==> config.mk <==
export PLATFORM = sky130hd
export DESIGN_NAME = weno5ld_front
export DESIGN_NICKNAME = d
export VERILOG_FILES = /design/src/rtl/weno5ld_pkg.sv /design/src/rtl/weno5ld_front.sv
export SDC_FILE = /design/constraint.sdc
export NUM_CORES = 1
export LEC_CHECK = 0
export BUFFER_PORTS_ARGS = -buffer_cell sky130_fd_sc_hd__buf_2
export CORE_MARGIN = 5
export CORE_UTILIZATION = 25
export CTS_CLUSTER_SIZE = 25
export DETAILED_ROUTE_END_ITERATION = 10
export GPL_TIMING_DRIVEN = 0
export PLACE_DENSITY = 0.43
export SLEW_MARGIN = 10
export SYNTH_ARGS = -nofsm -noshare
export SYNTH_HDL_FRONTEND = slang
export SYNTH_SLANG_ARGS = --single-unit
==> constraint.sdc <==
create_clock -name clk -period 7 [get_ports clk]
set_input_delay 0.35 -clock clk [delete_from_list [all_inputs] [get_ports clk]]
set_output_delay 0.35 -clock clk [all_outputs]
set_load 0.02 [all_outputs]
==> src/rtl/weno5ld_pkg.sv <==
// Package for the WENO5-JS line derivative block.
// Shared widths, register indexes, the configuration struct and the back-end state codes.
// No dependencies.
package weno5ld_pkg;

	localparam int SAMPLE_WIDTH_DEF = 32;

	// configuration register map
	localparam int INV_W     = 24;
	localparam int CFG_IDX_W = 1;
	localparam logic [CFG_IDX_W-1:0] REG_UPWIND_BIAS = 1'b0;
	localparam logic [CFG_IDX_W-1:0] REG_INV_SPACING = 1'b1;
	localparam logic [INV_W-1:0]     INV_RESET       = 24'd65536;

	// arithmetic formats
	localparam int INV_FRAC = 16;
	localparam int WEIGHT_Q = 20;
	localparam int RED_BITS = 15;
	localparam int SM_W     = 20;
	localparam int S12_W    = 40;
	localparam int EPS_W    = 16;
	localparam int RHO_W    = WEIGHT_Q + 1;
	localparam int A_W      = 43;

	// epsilon: 12*m^2/10^6 = ((3*m^2) >> 4) / 15625, by reciprocal multiply
	localparam int EZ_W      = 28;
	localparam int EPS_PRE   = 4;
	localparam int EPS_RCP_W = 29;
	localparam int EPS_SHIFT = 42;
	localparam logic [EPS_RCP_W-1:0] EPS_RECIP = 29'd281474977;

	// shared divider
	localparam int NUM_W = 64;
	localparam int DEN_W = 44;
	localparam int CNT_W = 7;

	typedef struct packed {
		logic             upwind_bias;
		logic [INV_W-1:0] inverse_spacing;
	} cfg_t;

	typedef enum logic [4:0] {
		BK_IDLE,
		BK_DIFF,
		BK_MAX,
		BK_NORM,
		BK_SMOOTH,
		BK_EPS,
		BK_BMIN,
		BK_RHO_GO,
		BK_RHO_WAIT,
		BK_AMUL,
		BK_SUM,
		BK_W_GO,
		BK_W_WAIT,
		BK_CDIV,
		BK_ACC_LO,
		BK_ACC_HI,
		BK_SC_LO,
		BK_SC_HI,
		BK_OUT
	} back_state_t;

endpackage

==> src/rtl/weno5ld_front.sv <==
// Front end: accepts samples, keeps the padded six-sample window and row position,
// and issues one window job per derivative. Depends on weno5ld_pkg.
module weno5ld_front #(
	parameter int SAMPLE_WIDTH = weno5ld_pkg::SAMPLE_WIDTH_DEF
) (
	input  logic                      clk,
	input  logic                      arst_n,
	input  logic [SAMPLE_WIDTH-1:0]   sample,
	input  logic                      first_of_row,
	input  logic                      last_of_row,
	input  logic                      in_valid,
	output logic                      in_stall,
	output logic                      push,
	output logic [6*SAMPLE_WIDTH:0]   push_data,
	input  logic                      q_full
);
	import weno5ld_pkg::*;

	localparam int W = SAMPLE_WIDTH;
	localparam logic [1:0] ROW_NONE = 2'd0;
	localparam logic [1:0] ROW_ONE  = 2'd1;
	localparam logic [1:0] ROW_MANY = 2'd2;
	localparam logic [1:0] PADS_NONE = 2'd0;
	localparam logic [1:0] PADS_ONE  = 2'd1;
	localparam logic [1:0] PADS_TWO  = 2'd2;

	logic [W-1:0] win_q [6];
	logic [W-1:0] x_q;
	logic [1:0]   rowpos_q;
	logic         emit_q;
	logic [1:0]   pads_q;
	logic         busy;
	logic         accept;
	logic         start;
	logic         prior_many;
	logic [W-1:0] shifted [6];

	assign busy       = emit_q || (pads_q != PADS_NONE);
	assign in_stall   = busy;
	assign accept     = in_valid && !busy;
	assign start      = first_of_row || (rowpos_q == ROW_NONE);
	assign prior_many = (rowpos_q != ROW_NONE) && (rowpos_q != ROW_ONE);
	assign push       = busy && !q_full;

	// window with the held end sample shifted in, for edge padding
	always_comb begin
		for (int k = 0; k < 5; k++) shifted[k] = win_q[k+1];
		shifted[5] = x_q;
	end

	// pack the job: current window, or the padded one
	always_comb begin
		for (int k = 0; k < 6; k++)
			push_data[k*W +: W] = emit_q ? win_q[k] : shifted[k];
		push_data[6*W] = !emit_q && (pads_q == PADS_ONE);
	end

	// row position and pending jobs
	always_ff @(posedge clk or negedge arst_n) begin
		if (!arst_n) begin
			rowpos_q <= ROW_NONE;
			emit_q   <= 1'b0;
			pads_q   <= PADS_NONE;
		end else if (accept) begin
			emit_q   <= !start && prior_many;
			pads_q   <= last_of_row ? (start ? PADS_ONE : PADS_TWO) : PADS_NONE;
			rowpos_q <= last_of_row ? ROW_NONE : (start ? ROW_ONE : ROW_MANY);
		end else if (push) begin
			if (emit_q) emit_q <= 1'b0;
			else        pads_q <= pads_q - 2'd1;
		end
	end

	// fill or shift the window
	always_ff @(posedge clk) begin
		if (accept) begin
			x_q <= sample;
			for (int k = 0; k < 5; k++) win_q[k] <= start ? sample : win_q[k+1];
			win_q[5] <= sample;
		end else if (push && !emit_q) begin
			for (int k = 0; k < 6; k++) win_q[k] <= shifted[k];
		end
	end

endmodule

Word-level counts from Yosys, hierarchy flattened
Memory sizes are Yosys's and may differ from the RTL's.
Index checks and enable logic that the tools add are counted.
{ "totals": {"regBits": 37, "n_memories": 1, "ramBits": 192, "inputBits": 38, "output_inout_bits": 195, "word_cells": 62} }
{ "op_classes": {"bitwise_logic": 6, "n_reduce_logical": 17, "n_addsub": 1, "mux": 30, "eq_ne": 3} }
{ "memory_table": {"columns": ["memory", "depth", "width", "read_ports", "rd_clocked_by_memory_dff", "write_ports", "line_no", "text"], "rows": [
  ["win_q", 6, 32, 6, 0, 6, "weno5ld_front.sv:27", "logic [W-1:0] win_q [6];"]
]} }
{ "op_table": {"columns": ["op", "n"], "rows": [
  ["two-way mux 32 bit", 17],
  ["two-way mux 2 bit", 6],
  ["two-way mux 1 bit", 7],
  ["logical AND 1 bit", 6],
  ["OR 1 bit", 6],
  ["nonzero test 2 bit", 3],
  ["logical NOT 1 bit", 4],
  ["inequality test 2 x 1 -> 1 bit (second input constant)", 2],
  ["equality test 2 x 1 -> 1 bit (second input constant)", 1],
  ["logical NOT 2 bit", 1],
  ["logical OR 1 bit", 2],
  ["AND reduction 2 bit", 1],
  ["subtractor 2 x 1 -> 2 bit (second input constant)", 1]
]} }

Logic depth before layout (Yosys ltp)
{ "logic_depth": {"depth_word": 8, "ltp_mapped": 8, "ltp_nobuf": 5} }

Worst setup path after synthesis
Ideal clock, no wire load.
{ "synth_timing": {"path_kind": "register -> register", "from": "register pads_q[0]", "to": "memory win_q[0][0] in the netlist's numbering (enable)", "slack_ns": 0.988, "setup_time_ns": 0.561, "required_time_ns": 6.439, "stages_incl_launch_ff": 8, "n_path_buf": 3, "period_less_slack_ns": 6.012, "t_arrival_ns": 5.451, "cell_sequence": "dfrtp_1 -> inv_1 -> ha_1 -> or3_4 -> buf_6 -> buf_6 -> buf_2 -> nand2_1"} }
{ "synth_lines": {"columns": ["item", "line_no", "text"], "rows": [
  ["start: declaration", "weno5ld_front.sv:31", "logic [1:0] pads_q;"],
  ["start signal: assignment", "weno5ld_front.sv:66", "pads_q <= last_of_row ? (start ? PADS_ONE : PADS_TWO) : PADS_NONE;"],
  ["start signal: assignment", "weno5ld_front.sv:70", "else pads_q <= pads_q - 2'd1;"],
  ["end: declaration", "weno5ld_front.sv:27", null]
]} }

==> run summary <==
min Tclk post-route = 3350 ps
# clock sinks = 229
final period utilization = 47.9%
Core Box Area = 44,400 um^2
main combinational cell family by area after synthesis = multiplexers
remaining global-route overflow = 0
first-pass GRT wire length = 55,300 um
M1 wire length = 17,100 um
WL met3 = 1530 um
CP arrival = 3600 ps
max cap viols = 0
worst vdd ir = 190 uV
vias per cell = 4.45
Worst setup EP type = register
CTS tree = done
worst setup path category = reg2reg
vias in the first global route = 8,015
RePlAce Congestion = 0.726
status = finished, final reports clean
Setup violations, final = 0
Top Layer Used = met4
simple-gate portion of the synthesized area = 5.73%
Post-Syn Instances = 788
leading cell type in the layout, fill and taps excluded = buf_2
synth unique cells = 27
chip width = 222 um
dpl ws = 3540 ps
Final ANT Viol Nets = 0
initial antenna violation count = 2
combinational share of power = 41.8%
port buffer count = 232
final wirelength = 37,700 um
relative max-transition margin = 40.9%
synthesized cell area = 11,300 um^2
drt pass-1 iters = 4
met2 wire length = 18,400 um
worst-skew pair later-pin latency = 550 ps
Clk network pwr share = 19.9%
area added between synthesis and finish = 28.5%
RSZ-0062 raised after global routing = false
max frequency = 298 MHz
Rows = 77
deepest clock path buffer count = 3
Initial Util = 25.4%
share of layout cells above drive strength 1 = 46.1%
synthesized flop and latch total = 229
critical path data required time = 7240 ps
Ys Warns = 0
Net Sw Frac = 38.9%
vias = 7,571
Final Slew Violations = 0
gr usage total = 14.7%
num ports = 233
Seq pwr share = 38.3%
mux cell area share after synthesis = 19.3%
slack of the critical path = 3650 ps
adder-cell share of the synthesized area = 0.222%
largest net degree at the start of global routing = 46
chip height = 222 um
post-detail-place hpwl = 26,800 um
synthesized area per cell = 14.3 um^2
Root Driver = clkbuf_16
Post-CTS Repair Setup Buffers = 0
most frequent cells in the layout = 257 x buf_2, 224 x edfxtp_1, 192 x mux2_2
post-route cell area = 14,500 um^2
placed cell areas = 13,300 um^2
post-synthesis net count = 828
fillers = 4,455
CP Max Fanout = 41
Synth Area in XOR/XNOR = 0.0777%
Pint = 0.00425 W
sequential element share of the synthesized area = 60.8%
Num CTS Buffers = 29
Final Skew = 12.3 ps
switching power of the nets = 0.00270 W
wire per inst = 22.2 um
HP Class = in2reg
power density cells = 480 nW/um^2
H-tree levels = 1
Leakage = 6.44 nW
final net count = 1,130
clk slew on worst S/H paths = 60 ps
Hold Fails Final Rpt = 0
Worst Tran Pin Value = 886 ps
starting DRC count in detailed routing = 336
Startpoint Class = register
residual DRC count = 0
complex-gate fraction of the synthesized area = 11.2%
Die ar. = 49,400 um^2
[power groups by stage]
stage                     sequential [W]  clock [W]  combinational (W)
after floorplan                  0.00265          0            0.00194
after global placement           0.00282          0            0.00289
after detailed placement         0.00269          0            0.00297
after CTS                        0.00266    0.00142            0.00300
after global routing             0.00273    0.00148            0.00315
final                            0.00266    0.00138            0.00291
[area by class of cell]
type | instances | area, um^2 | area share (%)
Antenna cell | 1 | 2.50 | 0.0173
Buffer | 52 | 283 | 1.95
Clock buffer | 37 | 756 | 5.22
Clock inverter | 14 | 86.3 | 0.596
Inverter | 4 | 15.0 | 0.104
Multi-Input combinational cell | 503 | 4130 | 28.5
Sequential cell | 229 | 6850 | 47.3
Tap cell | 592 | 741 | 5.11
Timing Repair Buffer | 271 | 1620 | 11.2
[per-layer routing]
| metal | vias up | track usage (%) |
|---|---|---|
| met5 | - | 0 |
| met4 | 0 | 2.85 |
| met3 | 41 | 2.45 |
| met2 | 163 | 25.0 |
| met1 | 3769 | 19.9 |
| li1 | 3598 | - |
[registers in the layout, indices dropped and copies added, names as in the netlist]
signal	cells
emit_q	1
pads_q	2
rowpos_q	2
win_q	192
x_q	32
[cell families after synthesis]
family | Yosys count
muxes | 193
xor gates and xnor gates | 1
and+or+nand+nor | 138
DFF | 229
buffers and inverters | 56
adders and majority gates | 2
AOI/OAI and AO/OA | 169
[per-stage QoR]
stage	power (W)	util (%)	hold slack [ps]	TNS (ps)	cells
floorplan	0.00459	-	54.4	0	788
global placement	0.00571	29.7	175	-423050	1612
detailed placement	0.00566	29.9	176	0	1617
CTS	0.00709	32.6	92.5	0	1702
global route	0.00736	32.6	103	0	1703
finish	0.00695	32.6	115	0	1703
[critical path, stage by stage (launching register included)]
cell and delay (ps):
dfrtp_1 380, inv_1 60, ha_1 250, or3_4 390
buf_6 170, buf_6 160, buf_2 220, nand2_4 470
buf_12 320, buf_16 270, buf_12 260
[cells in the mapped netlist (all sizes together)]
cell | instances | area share [%]
buf | 39 | 2.1
dfrtp | 5 | 1.1
nand2 | 100 | 3.4
a32o | 1 | 0.089
o21ba | 1 | 0.089
a21oi | 4 | 0.18
nand3b | 1 | 0.067
nor2b | 2 | 0.11
edfxtp | 224 | 60
nand2b | 1 | 0.056
o21bai | 1 | 0.10
and3 | 32 | 2.0
xnor2 | 1 | 0.078
inv | 4 | 0.13
ha | 2 | 0.22
clkbuf | 13 | 0.43
nor3 | 1 | 0.089
or3 | 1 | 0.10
mux2 | 193 | 19
a21o | 160 | 11
o31ai | 2 | 0.13
[repair_timing]
| action | CTS | global route |
|---|---|---|
| hold buffers | 34 | 0 |
| hold endpoints to repair | 39 | 0 |
| resized for setup | 0 | 0 |
[final timing paths]
| kind | start | end | slack [ps] | cells past startpoint |
|---|---|---|---|---|
| setup / recovery | pads_q[0] | win_q[1][4] | 3650 | 10 |
| hold / removal | q_full | emit_q | 110 | 2 |
| setup reg to reg | pads_q[0] | win_q[1][4] | 3650 | 10 |
| hold reg to reg | rowpos_q[0] | rowpos_q[0] | 530 | 2 |
| max in group asynchronous | arst_n | rowpos_q[1] | 6680 | 2 |
| min in group asynchronous | arst_n | pads_q[1] | 180 | 2 |
Power figures use the tool's default switching activity.
