**config.mk**
```make
export PLATFORM = sky130hd
export DESIGN_NAME = weno5ld_queue
export DESIGN_NICKNAME = d
export VERILOG_FILES = /design/src/rtl/weno5ld_pkg.sv /design/src/rtl/weno5ld_queue.sv
export SDC_FILE = /design/constraint.sdc
export NUM_CORES = 1
export LEC_CHECK = 0
export BUFFER_PORTS_ARGS = -buffer_cell sky130_fd_sc_hd__buf_4
export CAP_MARGIN = 20
export CORE_AREA = 2 2 42 44
export CTS_CLUSTER_DIAMETER = 150
export DETAILED_ROUTE_END_ITERATION = 8
export DIE_AREA = 0 0 44 46
export GPL_TIMING_DRIVEN = 0
export PLACE_DENSITY = 0.83
export SETUP_SLACK_MARGIN = 0.5
export SLEW_MARGIN = 20
export SYNTH_ARGS = -nofsm -noshare
export SYNTH_HDL_FRONTEND = slang
export SYNTH_SLANG_ARGS = --single-unit
```
**constraint.sdc**
```tcl
create_clock -name clk -period 1.7 [get_ports clk]
set_input_delay 0.255 -clock clk [delete_from_list [all_inputs] [get_ports clk]]
set_output_delay 0.255 -clock clk [all_outputs]
set_load 0.02 [all_outputs]
```
**src/rtl/weno5ld_pkg.sv**
```systemverilog
// Package for the WENO5-JS line derivative block.
// Shared widths, register indexes, the configuration struct and the back-end state codes.
// No dependencies.
package weno5ld_pkg;

	localparam int SAMPLE_WIDTH_DEF = 32;

	// configuration register map
	localparam int INV_W     = 24;
	localparam int CFG_IDX_W = 1;
	localparam logic [CFG_IDX_W-1:0] REG_UPWIND_BIAS = 1'b0;
	localparam logic [CFG_IDX_W-1:0] REG_INV_SPACING = 1'b1;
	localparam logic [INV_W-1:0]     INV_RESET       = 24'd65536;

	// arithmetic formats
	localparam int INV_FRAC = 16;
	localparam int WEIGHT_Q = 20;
	localparam int RED_BITS = 15;
	localparam int SM_W     = 20;
	localparam int S12_W    = 40;
	localparam int EPS_W    = 16;
	localparam int RHO_W    = WEIGHT_Q + 1;
	localparam int A_W      = 43;

	// epsilon: 12*m^2/10^6 = ((3*m^2) >> 4) / 15625, by reciprocal multiply
	localparam int EZ_W      = 28;
	localparam int EPS_PRE   = 4;
	localparam int EPS_RCP_W = 29;
	localparam int EPS_SHIFT = 42;
	localparam logic [EPS_RCP_W-1:0] EPS_RECIP = 29'd281474977;

	// shared divider
	localparam int NUM_W = 64;
	localparam int DEN_W = 44;
	localparam int CNT_W = 7;

	typedef struct packed {
		logic             upwind_bias;
		logic [INV_W-1:0] inverse_spacing;
	} cfg_t;

	typedef enum logic [4:0] {
		BK_IDLE,
		BK_DIFF,
		BK_MAX,
		BK_NORM,
		BK_SMOOTH,
		BK_EPS,
		BK_BMIN,
		BK_RHO_GO,
		BK_RHO_WAIT,
		BK_AMUL,
		BK_SUM,
		BK_W_GO,
		BK_W_WAIT,
		BK_CDIV,
		BK_ACC_LO,
		BK_ACC_HI,
		BK_SC_LO,
		BK_SC_HI,
		BK_OUT
	} back_state_t;

endpackage

```
**src/rtl/weno5ld_queue.sv**
```systemverilog
// Two-entry job queue between the window front end and the arithmetic back end.
// Imports weno5ld_pkg but uses none of it; holds raw job words.
module weno5ld_queue #(
	parameter int WIDTH = 8
) (
	input  logic             clk,
	input  logic             arst_n,
	input  logic             push,
	input  logic [WIDTH-1:0] wdata,
	output logic             full,
	input  logic             pop,
	output logic             valid,
	output logic [WIDTH-1:0] rdata
);
	import weno5ld_pkg::*;

	localparam int DEPTH = 2;
	localparam int PTR_W = $clog2(DEPTH);

	logic [WIDTH-1:0] mem_q [DEPTH];
	logic [PTR_W-1:0] wr_q;
	logic [PTR_W-1:0] rd_q;
	logic [PTR_W:0]   cnt_q;

	assign full  = (cnt_q == (PTR_W+1)'(DEPTH));
	assign valid = (cnt_q != '0);
	assign rdata = mem_q[rd_q];

	// advance pointers and fill count
	always_ff @(posedge clk or negedge arst_n) begin
		if (!arst_n) begin
			wr_q  <= '0;
			rd_q  <= '0;
			cnt_q <= '0;
		end else begin
			if (push) wr_q <= wr_q + PTR_W'(1);
			if (pop)  rd_q <= rd_q + PTR_W'(1);
			if (push && !pop)      cnt_q <= cnt_q + (PTR_W+1)'(1);
			else if (pop && !push) cnt_q <= cnt_q - (PTR_W+1)'(1);
		end
	end

	// store the entry
	always_ff @(posedge clk) begin
		if (push) mem_q[wr_q] <= wdata;
	end

endmodule

```
== Word-level counts from Yosys, hierarchy flattened ==
Memory sizes are Yosys's and may differ from the RTL's.
Cells that the tools add are included.
Word-level totals
  register bits after elaboration: 4
  memory bits (writable): 16
  input bits: 12
  output and inout port bits: 10
  logic and storage cells: 19
  memories: 1
Memories
  mem_q: depth 2, bits a word 8, read ports 1, clocked after memory_dff 0, write ports 1, line weno5ld_queue.sv:20  | logic [WIDTH-1:0] mem_q [DEPTH];
Operators by class
  $add $sub $neg: 4
  equal/unequal tests: 1
  mux-type cells: 4
  reductions and logical operators: 6
Operators with widths (number)
  2-bit 2-to-1 mux: 2
  2-bit nonzero test: 2
  1-bit adder, second input constant: 2
  2-bit by 1-bit adder with 2-bit output, second input constant: 1
  2-bit equality test, second input constant: 1
  1-bit logical AND: 2
  1-bit zero test: 2
  1-bit 2-to-1 mux: 2
  2-bit by 1-bit subtractor with 2-bit output, second input constant: 1

== Logic depth before layout (Yosys ltp) ==
Gate-level depths: netlist (run 1).
  depth after elaboration: 4
  depth in mapped cells: 5
  mapped depth without buffers: 5

== Worst setup path before layout (run 1) ==
Ideal clock, no wire load.
  path type: reg2reg
  start point: register wr_q
  end point: memory mem_q[0][0] (enable)
  setup time: 0.373 ns
  arrival time: 0.789 ns
  required time: 1.327 ns
  slack: 0.538 ns
  stages on the path, launching flop included: 2
  buffers on the path: 0
  period minus slack after synthesis: 1.162 ns
  path through: dfrtp_1 -> nor2b_1
RTL lines
  start, declared: line weno5ld_queue.sv:21  | logic [PTR_W-1:0] wr_q;
  start signal, assigned: line weno5ld_queue.sv:36  | if (push) wr_q <= wr_q + PTR_W'(1);
  end, declared: line weno5ld_queue.sv:20
No word-level cell before the write port.

== Worst setup path after layout (run 1) ==
  start point: register rd_q
  end point: output port rdata[7]
On the way
  cells in the longest elaborated chain, start to end: 1
Ends and longest elaborated chain
  start, declared: line weno5ld_queue.sv:22  | logic [PTR_W-1:0] rd_q;
  start signal, assigned: line weno5ld_queue.sv:37  | if (pop) rd_q <= rd_q + PTR_W'(1);
  memory 2 x 8 bit
  end, declared: line weno5ld_queue.sv:13  | output logic [WIDTH-1:0] rdata
No other way between the ends.

==> results of run 1 <==
## sequential cells by signal, indices dropped and copies added (netlist names)
register / flops
cnt_q: 2
mem_q: 16
rd_q: 1
wr_q: 1
## power by group through the flow
stage / clock network, W / logic, W / registers (W)
4_1_cts: 0.000220 / 0.000721 / 0.000716
5_1_grt: 0.000233 / 0.000899 / 0.000743
2_1_floorplan: 0 / 0.000409 / 0.000717
3_3_place_gp: 0 / 0.000616 / 0.000726
6_report: 0.000211 / 0.000839 / 0.000728
3_5_place_dp: 0 / 0.000625 / 0.000734
## cells by family (layout without fill, tap and decap cells)
family | Yosys count | in the layout | synth area share (%)
DFF | 20 | 20 | 75.1
buffers and inverters | 2 | 32 | 1.94
muxes | 8 | 8 | 11.7
and+or+nand+nor | 5 | 5 | 4.05
adders and majority gates | 1 | 1 | 1.62
xor gates and xnor gates | 5 | 5 | 5.66
## through the flow
stage	power, W	area (µm²)	instances	utilization (%)
3_5_place_dp	0.00136	952	79	59.0
5_1_grt	0.00188	1090	88	67.4
3_3_place_gp	0.00134	952	79	59.0
6_report	0.00178	1090	88	67.4
2_1_floorplan	0.00113	773	41	-
4_1_cts	0.00166	1020	87	63.4
## layout by cell type, fill, tap and decap left out
master         count
edfxtp_1          16
buf_4             14
buf_6             12
mux2_4             5
xor2_1             4
dfrtp_1            4
mux2_2             3
clkbuf_4           3
or2_4              1
and2b_2            1
and2_1             1
nor2b_4            1
xnor2_1            1
nor2_1             1
inv_1              1
ha_1               1
clkinv_1           1
dlygate4sd3_1      1
## per-layer routing
layer	vias to the layer above	part of all wire, %	wire (µm)	global-route usage [%]
met5	-	0	0	0
met4	0	0	0	3.64
met3	0	6.3	73	2.78
met2	14	55	630	23.8
met1	204	39	447	13.9
li1	208	-	-	-
## what timing repair did
item	CTS	global route
hold buffers	1	0
resized for setup	4	16
buffers inserted	3	0
pin swaps	1	0
endpoints found under the hold margin	4	0
endpoints found under the setup margin	18	18
gates cloned	0	1
## cell type report
| type | count | area share [%] |
|---|---|---|
| Multi-Input combinational cell | 19 | 19.0 |
| Inverter | 1 | 0.345 |
| Buffer | 1 | 1.03 |
| Timing Repair Buffer | 26 | 22.0 |
| Tap cell | 17 | 1.95 |
| Clock inverter | 1 | 0.345 |
| Clock buffer | 3 | 2.07 |
| Sequential cell | 20 | 53.3 |
## how the worst max path moves through the flow
stage	from	to	slack (ps)	depth (start not counted)
final	rd_q$_DFFE_PN0P_	rdata[7]	160	3
after global routing	rd_q$_DFFE_PN0P_	rdata[0]	130	3
after CTS	rd_q$_DFFE_PN0P_	rdata[1]	160	3
after detailed placement	wr_q$_DFFE_PN0P_	mem_q[0][6]$_DFFE_PP_	350	1
after global placement	wr_q$_DFFE_PN0P_	mem_q[0][3]$_DFFE_PP_	380	1
after floorplan	wr_q$_DFFE_PN0P_	mem_q[0][0]$_DFFE_PP_	540	1
==> impl_metrics.env, run 1 <==
export IMPL_gp_congestion=0.645
export IMPL_synth_edf_count=16
export IMPL_finalSetupViolCount=0
export IMPL_vias=426
export IMPL_io_buffers=21
export IMPL_fin_nets=85
export IMPL_ant_nets=0
export IMPL_critPathSlowestCell="dfrtp_1"
export IMPL_synthesis_nets=54
export IMPL_setup_ws_ps=163
export IMPL_cts_made_buffers=3
export IMPL_synth_avg_cell_area_um2=18.9
export IMPL_crit_buf_inv=2
export IMPL_cts_root_buf="clkbuf_4"
export IMPL_worst_setup_path_start_kind="register"
export IMPL_hp_class="input port to register"
export IMPL_fp_dieW_um=44
export IMPL_netlist_area_leader_share_pct=62.1
export IMPL_critical_path_class="register to output port"
export IMPL_clk_pin_slew_ps=110
export IMPL_r2r_slack_ps=530
export IMPL_core_area_um2=1610
export IMPL_clock_power_share_pct=11.9
export IMPL_num_rows=15
export IMPL_grt_max_degree=12
export IMPL_pwr_share_seq_pct=41.0
export IMPL_synth_largest_area_cell="edfxtp_1"
export IMPL_grt_usage_pct=12.5
export IMPL_cap_viol_max_count=0
export IMPL_multi_input_area_um2=206
export IMPL_rsz0062_at_grt="true"
export IMPL_yosysWarnings=0
export IMPL_wire_per_inst_um=13.1
export IMPL_drt_wl_total_um=1150
export IMPL_synth_seq_cells=20
export IMPL_max_freq_ghz=0.651
export IMPL_synth_async_reset_ratio_pct=20.0
export IMPL_crit_family="flip-flops"
export IMPL_max_slew_margin_pct=74.4
export IMPL_die_area_um2=2020
export IMPL_grt_pass1_vias=459
export IMPL_skew_ps=7.57
export IMPL_intPower_w=0.00123
export IMPL_seq_area_um2=581
export IMPL_ir_drop_mv=0.949
export IMPL_worstPathArrival_ps=1280
export IMPL_hp_start="pop"
export IMPL_grt_pass1_wl_um=1810
export IMPL_hold_slack_ps=138
export IMPL_drt_iter0_markers=8
export IMPL_synth_commonest_cells="edfxtp_1, mux2_2, dfrtp_1, xor2_1"
export IMPL_place_worst_setup_slack_ps=350
export IMPL_cp_common_cell="buf_6"
export IMPL_fin_crit_ps=1540
export IMPL_critPathCaptureType="output port"
export IMPL_cts_sinks=20
export IMPL_maxSlewViolCount=0
export IMPL_clk_latency_ps=280
export IMPL_ys_flop_type="edfxtp_1"
export IMPL_yosysUniqueCellTypes=13
export IMPL_drive_above_1_share_pct=56.3
export IMPL_r2r_end="mem_q[1][4]$_DFFE_PP_"
export IMPL_post_dp_hpwl_um=833
export IMPL_remaining_drc_errors=0
export IMPL_syn_area_um2=773
export IMPL_switching_share_pct=30.6
export IMPL_clk_path_buf_depth=2
export IMPL_viasPerCell=4.84
export IMPL_crit_chain="buf_6, mux2_4, buf_6"
export IMPL_antenna_found_initial=0
export IMPL_max_stage_delay_ps=420
export IMPL_reg2reg_from="wr_q$_DFFE_PN0P_"
export IMPL_first_pass_iters=2
export IMPL_hold_viol_final=0
export IMPL_yosys_top_cells_area="edfxtp_1, dfrtp_1, mux2_2"
export IMPL_ff2ff_path_depth=1
export IMPL_comb_power_share_pct=47.2
export IMPL_ioPinCount=22
export IMPL_critPathRequiredTime_ps=1440
export IMPL_die_height_um=46
export IMPL_cts_tree="done"
export IMPL_finalSetupTns_ps=0
export IMPL_status="finished, final reports clean"
export IMPL_initial_core_util_pct=47.9
export IMPL_fill_cells=126
export IMPL_yosysMostFrequentCell="edfxtp_1"
export IMPL_min_period_over_period_pct=90.4
export IMPL_holdPathEnd="rd_q$_DFFE_PN0P_"
export IMPL_p_leak_nw=0.463
export IMPL_grt_overflow=0
export IMPL_worst_slew_pin_slew_ps=383
export IMPL_diodes=0
export IMPL_ys_seq_area_share_pct=75.1
export IMPL_p_switching_w=0.000544
export IMPL_worst_hold_path_num_cells=2
export IMPL_syn_inst=41
export IMPL_htree_levels=1
export IMPL_area_growth_syn_to_layout_pct=40.8
export IMPL_p_per_area_nw_per_um2=1630
export IMPL_crit_fanout=5
No activity file was read; power rests on OpenSTA's default activity.
==> run 2, diff against run 1 <==
CORE_AREA = 2 2 45 47   (was 2 2 42 44)
DIE_AREA = 0 0 47 49   (was 0 0 44 46)
PLACE_DENSITY = 0.76   (was 0.83)
REMOVE_ABC_BUFFERS = 1   (was unset)
clock period = 1.3 ns   (was 1.7 ns; I/O delays follow)
==> impl_metrics.env, run 2 (synthesis gave the netlist of run 1 again) <==
export IMPL_status="complete, but fails checks"
export IMPL_violations="setup timing"
export IMPL_ioPinCount=22
export IMPL_worst_hold_path_num_cells=1
export IMPL_largest_register="mem_q"
export IMPL_layout_cells_non_filler=102
export IMPL_die_area_um2=2300
export IMPL_gp_congestion=0.610
export IMPL_ff2ff_path_depth=4
export IMPL_max_slew_margin_pct=83.0
export IMPL_crit_fanout=3
export IMPL_grt_usage_pct=12.6
export IMPL_crit_buf_inv=2
export IMPL_grt_pass1_wl_um=1940
export IMPL_setup_ws_ps=-179
export IMPL_hold_viol_final=0
export IMPL_power_w=0.00247
export IMPL_finalSetupViolCount=8
export IMPL_clk_path_buf_depth=2
export IMPL_drt_iter0_markers=0
export IMPL_final_common_cell="buf_6"
export IMPL_critPathRequiredTime_ps=1110
export IMPL_die_height_um=49
export IMPL_dpl_cell_count=88
export IMPL_postLayoutCellArea_um2=1140
export IMPL_hp_class="input port to register"
export IMPL_cts_tree="done"
export IMPL_clk_latency_ps=290
export IMPL_viasPerCell=4.46
export IMPL_worst_setup_path_start_kind="register"
export IMPL_cts_sinks=20
export IMPL_grt_overflow=0
export IMPL_core_area_um2=1840
export IMPL_wire_per_inst_um=12.5
export IMPL_worstPathArrival_ps=1280
export IMPL_rsz0062_at_grt="true"
export IMPL_clk_pin_slew_ps=100
export IMPL_worst_slew_pin_slew_ps=254
export IMPL_final_cell_mix="buf_6, edfxtp_1, buf_4"
export IMPL_critical_path_class="register to output port"
export IMPL_fin_util_pct=62.1
export IMPL_max_stage_delay_ps=400
export IMPL_r2r_end="rd_q$_DFFE_PN0P_"
export IMPL_place_worst_setup_slack_ps=-69.5
export IMPL_first_pass_iters=1
export IMPL_area_growth_syn_to_layout_pct=47.9
export IMPL_max_freq_ghz=0.676
export IMPL_post_dp_hpwl_um=786
export IMPL_critPathCaptureType="output port"
export IMPL_diodes=0
export IMPL_fin_nets=89
export IMPL_fp_dieW_um=47
export IMPL_io_buffers=21
export IMPL_cts_made_buffers=3
export IMPL_hp_start="wdata[7]"
export IMPL_largest_reg_flops=16
export IMPL_placed_area_um2=953
export IMPL_holdPathEnd="mem_q[0][7]$_DFFE_PP_"
export IMPL_reg_largest_list="mem_q (16), cnt_q (2)"
export IMPL_crit_chain="buf_4, mux2_2, buf_6"
export IMPL_htree_levels=1
export IMPL_drt_wl_total_um=1270
export IMPL_initial_core_util_pct=42.0
export IMPL_maxSlewViolCount=0
export IMPL_critPathSlowestCell="dfrtp_2"
export IMPL_cts_root_buf="clkbuf_4"
export IMPL_remaining_drc_errors=0
export IMPL_grt_pass1_vias=478
export IMPL_ant_nets=0
export IMPL_antenna_found_initial=0
export IMPL_r2r_slack_ps=280
export IMPL_vias=455
export IMPL_p_per_area_nw_per_um2=2160
export IMPL_fin_crit_ps=1480
export IMPL_crit_family="flip-flops"
export IMPL_skew_ps=0.816
export IMPL_cap_viol_max_count=0
export IMPL_ir_drop_mv=1.23
export IMPL_drive_above_1_share_pct=64.0
export IMPL_p_leak_nw=0.469
export IMPL_fill_cells=163
export IMPL_grt_max_degree=12
export IMPL_min_period_over_period_pct=114
export IMPL_reg2reg_from="rd_q$_DFFE_PN0P_"
export IMPL_num_rows=16
==> run 2: repair_timing <==
| item | 4_1_cts | 5_1_grt |
|---|---|---|
| endpoints found under the hold margin | 4 | 0 |
| gates resized for setup | 22 | 4 |
| hold buffers | 1 | 0 |
| pin swaps | 5 | 5 |
| setup buffers | 7 | 2 |
| endpoints found under the setup margin | 28 | 29 |
==> run 2: power by group <==
group	switching (W)	total, W	leakage [nW]	internal, W
Clock	0.000178	0.000289	0.0154	0.000112
Combinational	0.000493	0.00122	0.258	0.000726
Sequential	0.0000859	0.000962	0.195	0.000876
Total	0.000757	0.00247	0.469	0.00171
==> run 2: routing by layer <==
metal  GRT usage (%)  vias up  part of all wire (%)
met5               0        -                     0
met4            9.72        0                   2.9
met3            4.07        4                   6.1
met2            20.3       17                    52
met1            12.6      220                    39
li1                -      214                     -
==> run 2: per-stage QoR <==
stage,setup TNS (ps),hold WS [ps]
after floorplan,0,-101
after global placement,-419,-5.12
after detailed placement,-560,-5.15
after CTS,-1350,67.3
after global routing,-1730,54.0
final,-1380,78.7
==> run 2: layout make-up <==
cell class              instances  area, µm²  area share [%]
flip-flops and latches         20        583            51.0
repair buffers                 31        299            26.1
multi-input cells              19        198            17.3
well taps                      27       33.8            2.95
clock buffers                   3       22.5            1.97
clock inverters                 1       3.75           0.328
inverters                       1       3.75           0.328
==> run 2: how the worst max path moves through the flow <==
stage	from	end	slack [ps]	cells after the start
3_5_place_dp	wr_q$_DFFE_PN0P_	mem_q[0][1]$_DFFE_PP_	-70	1
5_1_grt	rd_q$_DFFE_PN0P_	rdata[2]	-220	3
2_1_floorplan	wr_q$_DFFE_PN0P_	mem_q[0][0]$_DFFE_PP_	140	1
4_1_cts	rd_q$_DFFE_PN0P_	rdata[4]	-170	3
6_report	rd_q$_DFFE_PN0P_	rdata[2]	-180	3
3_3_place_gp	wr_q$_DFFE_PN0P_	mem_q[0][1]$_DFFE_PP_	-50	1
==> run 2: worst register-to-register path, cell delays in order, from the launching register on <==
cell     delay (ps)
dfrtp_2         440
buf_6           140
buf_6           100
buf_6           100
xor2_1          140
